==> config.mk <==
export PLATFORM = sky130hd
export DESIGN_NAME = priority_queue_insert_extract_max_top_flat
export DESIGN_NICKNAME = d
export VERILOG_FILES = /design/src/hdl/pq_pkg.sv /design/src/hdl/pq_req_if.sv /design/src/hdl/pq_rsp_if.sv /design/src/hdl/pq_ram.sv /design/src/hdl/priority_queue_insert_extract_max_top.sv /design/src/flat_wrapper.sv
export SDC_FILE = /design/constraint.sdc
export NUM_CORES = 1
export LEC_CHECK = 0
export ABC_AREA = 1
export BUFFER_PORTS_ARGS = -buffer_cell sky130_fd_sc_hd__buf_4
export CELL_PAD_IN_SITES_DETAIL_PLACEMENT = 1
export CELL_PAD_IN_SITES_GLOBAL_PLACEMENT = 2
export CORE_ASPECT_RATIO = 0.75
export CORE_MARGIN = 4
export CORE_UTILIZATION = 36
export DETAILED_ROUTE_END_ITERATION = 16
export PLACE_DENSITY = 0.79
export SYNTH_ARGS = -nofsm -noshare
export SYNTH_HDL_FRONTEND = slang
export SYNTH_SLANG_ARGS = --single-unit
==> constraint.sdc <==
create_clock -name clock -period 5 [get_ports clock]
set_input_delay 1.25 -clock clock [delete_from_list [all_inputs] [get_ports clock]]
set_output_delay 1.25 -clock clock [all_outputs]
set_load 0.01 [all_outputs]
==> src/hdl/pq_pkg.sv <==
package pq_pkg;

   localparam int ITEM_W   = 8;
   localparam int PRIO_W   = 15;
   localparam int STATUS_W = 2;
   localparam int OCC_W    = 4;

   typedef logic [ITEM_W-1:0]   item_type;
   typedef logic [PRIO_W-1:0]   prio_type;
   typedef logic [STATUS_W-1:0] status_type;
   typedef logic [OCC_W-1:0]    occ_type;

   // operation codes
   localparam logic CMD_INSERT = 1'b0;
   localparam logic CMD_REMOVE = 1'b1;

   // result status codes
   localparam status_type STATUS_OK    = 2'd0;
   localparam status_type STATUS_FULL  = 2'd1;
   localparam status_type STATUS_EMPTY = 2'd2;

   // ASCII '0', returned when no item comes out
   localparam item_type ITEM_NONE = 8'd48;

endpackage

==> src/hdl/pq_req_if.sv <==
interface pq_req_if import pq_pkg::*; ();
   logic     valid;
   logic     ready;
   logic     cmd;
   item_type item_in;
   prio_type priority_req;

   modport source (output valid, output cmd, output item_in, output priority_req,
                   input ready);
   modport sink   (input valid, input cmd, input item_in, input priority_req,
                   output ready);
endinterface

==> src/hdl/pq_rsp_if.sv <==
interface pq_rsp_if import pq_pkg::*; ();
   logic       valid;
   logic       ready;
   item_type   item_out;
   status_type status;
   occ_type    occupancy;

   modport source (output valid, output item_out, output status, output occupancy,
                   input ready);
   modport sink   (input valid, input item_out, input status, input occupancy,
                   output ready);
endinterface

==> src/hdl/pq_ram.sv <==
module pq_ram #(
   parameter int WIDTH = 8,
   parameter int DEPTH = 8
) (
   input  logic                                  clock,
   input  logic                                  wr_en,
   input  logic [(DEPTH > 1 ? $clog2(DEPTH) : 1)-1:0] wr_addr,
   input  logic [WIDTH-1:0]                      wr_data,
   input  logic [(DEPTH > 1 ? $clog2(DEPTH) : 1)-1:0] rd_addr,
   output logic [WIDTH-1:0]                      rd_data
);

   logic [WIDTH-1:0] mem [DEPTH];
   logic [WIDTH-1:0] rd_data_ff;

   always_ff @(posedge clock) begin
      if (wr_en) begin
         mem[wr_addr] <= wr_data;
      end
      rd_data_ff <= mem[rd_addr];
   end

   assign rd_data = rd_data_ff;

endmodule

==> src/hdl/priority_queue_insert_extract_max_top.sv <==
// Bounded priority queue of byte items with 15-bit priorities, DEPTH entries.
// req_ch carries one word per operation: cmd (insert or remove), item_in and
// priority_req. rsp_ch returns exactly one word per request: item_out, status
// and occupancy (entries held afterwards, low 4 bits).
// Insert appends at the tail of the entry RAM; a full queue rejects it with
// the full status. Remove scans the entries for the largest priority (earliest
// entry wins a tie), returns its item and moves every later entry down one
// place, so insertion order is kept. Remove on an empty queue returns '0'
// with the empty status.
// Responses: insert, rejected insert and empty remove show their response in
// the cycle after acceptance. A remove reads every held entry in a scan, then
// moves each entry after the chosen one down one place, then loads the
// response once the output register is free; the scan and the moves go through
// the single read port of the entry RAM, one entry per cycle.
// Throughput: inserts and empty removes can be taken every cycle while
// rsp_ch.ready stays high; a remove holds req_ch.ready low until it responds.
// Reset (synchronous, active high) empties the queue and drops any pending
// response; entry contents are not cleared. A stalled response is held in the
// output register; the next request is taken as soon as that register frees.
module priority_queue_insert_extract_max_top import pq_pkg::*; #(
   parameter int DEPTH = 8
) (
   input  logic      clock,
   input  logic      reset,
   pq_req_if.sink    req_ch,
   pq_rsp_if.source  rsp_ch
);

   localparam int IW = $clog2(DEPTH + 1);
   localparam int AW = (DEPTH > 1) ? $clog2(DEPTH) : 1;
   localparam int EW = ITEM_W + PRIO_W;
   localparam logic [IW-1:0] DEPTH_CNT = IW'(DEPTH);

   typedef enum logic [3:0] {
      ST_IDLE  = 4'b0001,
      ST_SCAN  = 4'b0010,
      ST_SHIFT = 4'b0100,
      ST_DONE  = 4'b1000
   } state_type;

   state_type        state_ff, state_in;
   logic [IW-1:0]    count_ff, count_in;
   logic [IW-1:0]    idx_ff, idx_in;
   logic [IW-1:0]    best_idx_ff, best_idx_in;
   prio_type         best_prio_ff, best_prio_in;
   item_type         best_item_ff, best_item_in;
   logic             pend_ff, pend_in;
   logic [AW-1:0]    pend_addr_ff, pend_addr_in;

   logic             rsp_valid_ff, rsp_valid_in;
   item_type         rsp_item_ff, rsp_item_in;
   status_type       rsp_status_ff, rsp_status_in;
   occ_type          rsp_occ_ff, rsp_occ_in;

   logic             ram_wr_en;
   logic [AW-1:0]    ram_wr_addr;
   logic [EW-1:0]    ram_wr_data;
   logic [AW-1:0]    ram_rd_addr;
   logic [EW-1:0]    ram_rd_data;
   item_type         rd_item;
   prio_type         rd_prio;

   logic             rsp_free;
   logic             accept;
   logic             take;
   logic [IW-1:0]    count_inc;
   logic [IW-1:0]    count_dec;
   logic [IW-1:0]    idx_dec;

   // item and priority share one RAM word
   pq_ram #(
      .WIDTH (EW),
      .DEPTH (DEPTH)
   ) u_entry_ram (
      .clock   (clock),
      .wr_en   (ram_wr_en),
      .wr_addr (ram_wr_addr),
      .wr_data (ram_wr_data),
      .rd_addr (ram_rd_addr),
      .rd_data (ram_rd_data)
   );

   assign rd_item = ram_rd_data[EW-1:PRIO_W];
   assign rd_prio = ram_rd_data[PRIO_W-1:0];

   assign rsp_free     = !rsp_valid_ff || rsp_ch.ready;
   assign req_ch.ready = (state_ff == ST_IDLE) && rsp_free;
   assign accept       = req_ch.valid && req_ch.ready;

   assign count_inc = count_ff + 1'b1;
   assign count_dec = count_ff - 1'b1;
   assign idx_dec   = idx_ff - 1'b1;

   // first entry is always taken; later ones only on a strictly larger priority
   assign take = (idx_ff == IW'(1)) || (rd_prio > best_prio_ff);

   always_comb begin
      state_in      = state_ff;
      count_in      = count_ff;
      idx_in        = idx_ff;
      best_idx_in   = best_idx_ff;
      best_prio_in  = best_prio_ff;
      best_item_in  = best_item_ff;
      pend_in       = pend_ff;
      pend_addr_in  = pend_addr_ff;
      rsp_valid_in  = rsp_valid_ff && !rsp_ch.ready;
      rsp_item_in   = rsp_item_ff;
      rsp_status_in = rsp_status_ff;
      rsp_occ_in    = rsp_occ_ff;
      ram_wr_en     = 1'b0;
      ram_wr_addr   = '0;
      ram_wr_data   = '0;
      ram_rd_addr   = '0;

      case (state_ff)
         ST_IDLE: begin
            if (accept) begin
               if (req_ch.cmd == CMD_INSERT) begin
                  rsp_valid_in = 1'b1;
                  rsp_item_in  = ITEM_NONE;
                  if (count_ff < DEPTH_CNT) begin
                     // append at the tail
                     ram_wr_en     = 1'b1;
                     ram_wr_addr   = count_ff[AW-1:0];
                     ram_wr_data   = {req_ch.item_in, req_ch.priority_req};
                     count_in      = count_inc;
                     rsp_status_in = STATUS_OK;
                     rsp_occ_in    = OCC_W'(count_inc);
                  end else begin
                     rsp_status_in = STATUS_FULL;
                     rsp_occ_in    = OCC_W'(count_ff);
                  end
               end else if (count_ff == '0) begin
                  rsp_valid_in  = 1'b1;
                  rsp_item_in   = ITEM_NONE;
                  rsp_status_in = STATUS_EMPTY;
                  rsp_occ_in    = '0;
               end else begin
                  idx_in   = '0;
                  state_in = ST_SCAN;
               end
            end
         end

         ST_SCAN: begin
            // issue one read per cycle, compare the word read in the previous cycle
            if (idx_ff < count_ff) begin
               ram_rd_addr = idx_ff[AW-1:0];
               idx_in      = idx_ff + 1'b1;
            end
            if (idx_ff != '0 && take) begin
               best_idx_in  = idx_dec;
               best_prio_in = rd_prio;
               best_item_in = rd_item;
            end
            if (idx_ff == count_ff) begin
               idx_in   = best_idx_in + 1'b1;
               pend_in  = 1'b0;
               state_in = ST_SHIFT;
            end
         end

         ST_SHIFT: begin
            // read entry k+1, write it back at k on the next cycle
            pend_in = 1'b0;
            if (idx_ff < count_ff) begin
               ram_rd_addr  = idx_ff[AW-1:0];
               idx_in       = idx_ff + 1'b1;
               pend_in      = 1'b1;
               pend_addr_in = idx_dec[AW-1:0];
            end
            if (pend_ff) begin
               ram_wr_en   = 1'b1;
               ram_wr_addr = pend_addr_ff;
               ram_wr_data = ram_rd_data;
            end
            if (!(idx_ff < count_ff) && !pend_ff) begin
               state_in = ST_DONE;
            end
         end

         ST_DONE: begin
            if (rsp_free) begin
               rsp_valid_in  = 1'b1;
               rsp_item_in   = best_item_ff;
               rsp_status_in = STATUS_OK;
               rsp_occ_in    = OCC_W'(count_dec);
               count_in      = count_dec;
               state_in      = ST_IDLE;
            end
         end

         default: begin
            state_in = ST_IDLE;
         end
      endcase
   end

   always_ff @(posedge clock) begin
      if (reset) begin
         state_ff     <= ST_IDLE;
         count_ff     <= '0;
         pend_ff      <= 1'b0;
         rsp_valid_ff <= 1'b0;
      end else begin
         state_ff     <= state_in;
         count_ff     <= count_in;
         pend_ff      <= pend_in;
         rsp_valid_ff <= rsp_valid_in;
      end
   end

   always_ff @(posedge clock) begin
      idx_ff        <= idx_in;
      best_idx_ff   <= best_idx_in;
      best_prio_ff  <= best_prio_in;
      best_item_ff  <= best_item_in;
      pend_addr_ff  <= pend_addr_in;
      rsp_item_ff   <= rsp_item_in;
      rsp_status_ff <= rsp_status_in;
      rsp_occ_ff    <= rsp_occ_in;
   end

   assign rsp_ch.valid     = rsp_valid_ff;
   assign rsp_ch.item_out  = rsp_item_ff;
   assign rsp_ch.status    = rsp_status_ff;
   assign rsp_ch.occupancy = rsp_occ_ff;

`ifndef SYNTHESIS
   a_count_bound: assert property (@(posedge clock) disable iff (reset)
      count_ff <= DEPTH_CNT)
      else $error("entry count above depth");

   a_full_status: assert property (@(posedge clock) disable iff (reset)
      (rsp_ch.valid && rsp_ch.status == STATUS_FULL) |-> count_ff == DEPTH_CNT)
      else $error("full status with free entries");

   a_move_in_range: assert property (@(posedge clock) disable iff (reset)
      pend_ff |-> (IW'(pend_addr_ff) + 1'b1) < count_ff)
      else $error("entry move outside held entries");

   a_remove_drops_one: assert property (@(posedge clock) disable iff (reset)
      (state_ff == ST_DONE && rsp_free) |=> count_ff == $past(count_dec))
      else $error("remove did not drop exactly one entry");
`endif

endmodule
==> src/flat_wrapper.sv <==
// flat-port wrapper written by rule: the top's interface ports become plain ports
module priority_queue_insert_extract_max_top_flat import pq_pkg::*;
#(
   parameter int DEPTH = 8
)
  (clock, reset, req_ch_valid, req_ch_cmd, req_ch_item_in, req_ch_priority_req, req_ch_ready, rsp_ch_valid, rsp_ch_item_out, rsp_ch_status, rsp_ch_occupancy, rsp_ch_ready);
  pq_req_if req_ch_i ();
  pq_rsp_if rsp_ch_i ();
  input  logic clock;
  input  logic reset;
  input wire logic [$bits(req_ch_i.valid)-1:0] req_ch_valid;
  input wire logic [$bits(req_ch_i.cmd)-1:0] req_ch_cmd;
  input wire logic [$bits(req_ch_i.item_in)-1:0] req_ch_item_in;
  input wire logic [$bits(req_ch_i.priority_req)-1:0] req_ch_priority_req;
  output wire logic [$bits(req_ch_i.ready)-1:0] req_ch_ready;
  output wire logic [$bits(rsp_ch_i.valid)-1:0] rsp_ch_valid;
  output wire logic [$bits(rsp_ch_i.item_out)-1:0] rsp_ch_item_out;
  output wire logic [$bits(rsp_ch_i.status)-1:0] rsp_ch_status;
  output wire logic [$bits(rsp_ch_i.occupancy)-1:0] rsp_ch_occupancy;
  input wire logic [$bits(rsp_ch_i.ready)-1:0] rsp_ch_ready;
  assign req_ch_i.valid = req_ch_valid;
  assign req_ch_i.cmd = req_ch_cmd;
  assign req_ch_i.item_in = req_ch_item_in;
  assign req_ch_i.priority_req = req_ch_priority_req;
  assign req_ch_ready = req_ch_i.ready;
  assign rsp_ch_valid = rsp_ch_i.valid;
  assign rsp_ch_item_out = rsp_ch_i.item_out;
  assign rsp_ch_status = rsp_ch_i.status;
  assign rsp_ch_occupancy = rsp_ch_i.occupancy;
  assign rsp_ch_i.ready = rsp_ch_ready;
  priority_queue_insert_extract_max_top #(.DEPTH(DEPTH)) u_core (.clock(clock), .reset(reset), .req_ch(req_ch_i), .rsp_ch(rsp_ch_i));
endmodule
==> results summary <==
The wire length of the first global-routing pass is 45000 um. The maximum number of pins on one net before global-route repair came out at 94. After clock tree synthesis, the clock-pin slew on the worst setup and hold paths is 0.06 ns. The final cell utilization of the core came out at 42.5%. The area after detailed placement came out at 0.0119 mm^2. The proportion of synthesized chip area in sequential cells came out at 68.6%. The number of synthesized register bits came out at 265. The TritonCTS clock tree is done. The required time of the worst setup path came out at 5.46 ns. The standard cell with the maximum stage delay on the critical path is sky130_fd_sc_hd__nand2_2.

The flow ran to the end, and the final reports show no timing, DRC or antenna violations. The top cell types in the final layout, fill and taps aside, are 232 x sky130_fd_sc_hd__edfxtp_1, 175 x sky130_fd_sc_hd__nand3_1, 152 x sky130_fd_sc_hd__nand2_1, 66 x sky130_fd_sc_hd__inv_1, 65 x sky130_fd_sc_hd__buf_4. The number of nets at the end of the flow came out at 1021. The maximum vdd ir drop is 0.000404 V. Routability-driven placement finished with a final weighted congestion of 0.782. The post-CTS setup repair buffer count came out at 0. The synthesized instance count came out at 919. In this run the count of I/O pins placed on the die edge is 44. The count of unique library cells instantiated by Yosys is 35. The number of failing hold endpoints at the final stage came out at 0. The worst clock skew on the final layout is 0.0167 ns.

The leakage power total came out at 4.75 nW. The final routed DRC violation total came out at 0. Data arrives at the worst endpoint at 3.87 ns. The floorplan has 55 rows. The timing-limited maximum frequency came out at 294 MHz.

Post-CTS repair changed the size of 0 cells. The library cell used most frequently in the layout, excluding fill and tap cells, is sky130_fd_sc_hd__edfxtp_1. By startpoint and endpoint, the worst setup path is classified as reg2reg. The clock tree root driver cell is sky130_fd_sc_hd__clkbuf_16. The TritonCTS sink count is 265.

The warning count from the yosys run came out at 0. No sink is reached through more buffers than the 3 on the longest clock path. The routed wire length per instance came out at 20.7 um. The largest stage delay on the critical path is 0.76 ns. The worst setup path is captured at a flop.

Measured in cells, the most critical reg-to-reg path has a length of 13. The signed area change from the synthesized netlist to the final layout came out at 15.7%. The max-cap violation count came out at 0. The core region is 0.0303 mm^2.

The count of routing violations after the opening detailed-route iteration is 538. The actual slew at the worst max-slew pin came out at 1.10 ns. The final wirelength is 28700 um. The kind of start point of the critical path is a flop. In this run the worst hold path is classified as reg2reg.

The HPWL after detailed placement is 17500 um. The synthesized cell area is 0.0111 mm^2. The post-cts hold buffer count came out at 0. Setup repair after global routing left no endpoint under its margin.

The number of buffers added by the clock tree synthesis step is 27. In the finished design, the share of the clock period the worst path needs comes to 68.1%. For this run the aggregate overflow at the end of global routing stands at 0.

The count of antenna-violating nets left after detailed routing is 0. The all-layer global routing usage is 16.8%. The final setup violation count is 0. For this block, the via count after detailed routing is 7343.

The total count of max-transition violations in the final report came out at 0. The die outline height came out at 160 um. The initial antenna violation count is 0. The via-per-instance ratio is 5.30.

Once placement completed, the tool counted placed cells totaling 1336. Once layout is done, the placed cells without fillers occupy 0.0129 mm^2. The total die area came out at 0.0338 mm^2. The via count of the first global-routing pass came to 7574. The width of the die came out at 211 um. The clock insertion delay at the later pin of the skew report came out at 0.53 ns. The post-route non-filler standard cell count is 1385. A synthesized cell averages 12.1 um^2. The power per unit of standard cell area came out at 515 mW/mm^2.

The final period demand of the worst path came out at 3.41 ns. The maximum fanout along the worst path is 49. The antenna diode count came out at 0.

The maximum level of the CTS H-tree came out at 1. The effective utilization at floorplan came out at 36.7%. After routing, the total negative slack on setup checks comes to 0 ns. The number of buffers added on ports is 43. The first-pass iteration count of the detailed router is 4. The synthesized netlist net count came out at 974.

The cell depth of the worst hold path came out at 0. Overall power consumption after layout is estimated at 0.00662 W. The share of cells above drive strength 1 is 13.8%. The signal on the critical path passes through inv_1 > ha_1 > nand2_1 > inv_1 > o21ai_0 > nand2_1 > inv_1 > ha_2 > nand2_2 > buf_4 > nand2_1 > a31oi_1 > a32o_1.

The headroom to the max-slew limit is 26.4%.
-- state kept, by name (all words and copies together), names as in the netlist --
name,cells
u_core.count_ff,4
u_core.best_prio_ff,15
u_core.rsp_ch.valid,1
u_core.pend_addr_ff,3
u_core.state_ff,4
u_core.best_item_ff,8
u_core.u_entry_ram.rd_data,23
u_core.rsp_ch.occupancy,4
u_core.rsp_ch.status,2
u_core.idx_ff,4
u_core.rsp_ch.item_out,8
u_core.pend_ff,1
u_core.best_idx_ff,4
u_core.u_entry_ram.mem,184
-- per-layer routing --
metal / wire, um / vias up / track usage (%)
met5: 0 / - / 0
met4: 544 / 0 / 3.62
met3: 1060 / 36 / 2.28
met2: 12800 / 140 / 25.7
met1: 14300 / 3733 / 25.7
li1: - / 3434 / -
-- cells in the mapped netlist, drive strengths merged --
master	number	area, um^2
a211o	1	8.76
nand3	177	896
o22ai	2	12.5
nand3b	1	7.51
o31ai	1	7.51
a21boi	1	7.51
buf	33	203
a32o	23	230
or2	2	12.5
a22o	22	193
ha	27	338
xor2	6	52.6
inv	72	270
a21oi	18	90.1
nand4	3	18.8
a31oi	26	163
nor3	7	57.6
o21ai	17	85.1
dfxtp	33	661
edfxtp	232	6970
clkbuf	15	56.3
o21bai	1	7.51
nand2	155	587
o21a	2	15.0
nor2	42	173
-- area by class of cell --
type	instances	area, um^2
flip-flops and latches	265	7630
multi-input cells	534	2990
clock inverters	18	265
repair buffers	66	508
well taps	399	499
fillers	3197	17400
clock buffers	31	701
inverters	72	270
-- worst max-delay path: cells and delay by family, from the launching register on --
kind                       cells  cell delay, ns
adders and majority gates      2            0.54
AOI/OAI and AO/OA              3            0.46
buffers and inverters          4            0.76
and+or+nand+nor                4            1.09
DFF                            1            0.46
-- stage by stage --
step	hold slack [ns]	setup WS, ns
2_1_floorplan	0.408	1.49
3_3_place_gp	0.421	1.50
3_5_place_dp	0.425	1.44
5_1_grt	0.458	1.25
4_1_cts	0.439	1.53
6_report	0.441	1.59
-- power by group --
| group | total [W] | switching [W] | internal, W |
|---|---|---|---|
| Sequential | 0.00288 | 0.000141 | 0.00274 |
| Combinational | 0.00154 | 0.00108 | 0.000458 |
| Clock | 0.00220 | 0.000837 | 0.00136 |
-- kinds of logic after synthesis --
kind of cell             count (synthesis)  share of synthesized area [%]
AND/OR/NAND/NOR                        387                           15.8
buffers and inverters                  120                           4.76
AO/OA/AOI/OAI                          114                           7.37
flip-flops                             265                           68.6
adder cells (fa/ha/maj)                 27                           3.04
XOR/XNOR                                 6                          0.473
-- path summary, 6_finish.rpt --
| kind | end | slack [ns] | start |
|---|---|---|---|
| worst max register to register | u_core.u_entry_ram.rd_data[22] | 1.59 | u_core.count_ff[3] |
| worst min register to register | u_core.best_item_ff[4] | 0.44 | u_core.u_entry_ram.rd_data[19] |
| worst max-delay path | u_core.u_entry_ram.rd_data[22] | 1.59 | u_core.count_ff[3] |
| worst min-delay path | u_core.best_item_ff[4] | 0.44 | u_core.u_entry_ram.rd_data[19] |
Note: power is estimated with default switching activity, not from simulation.
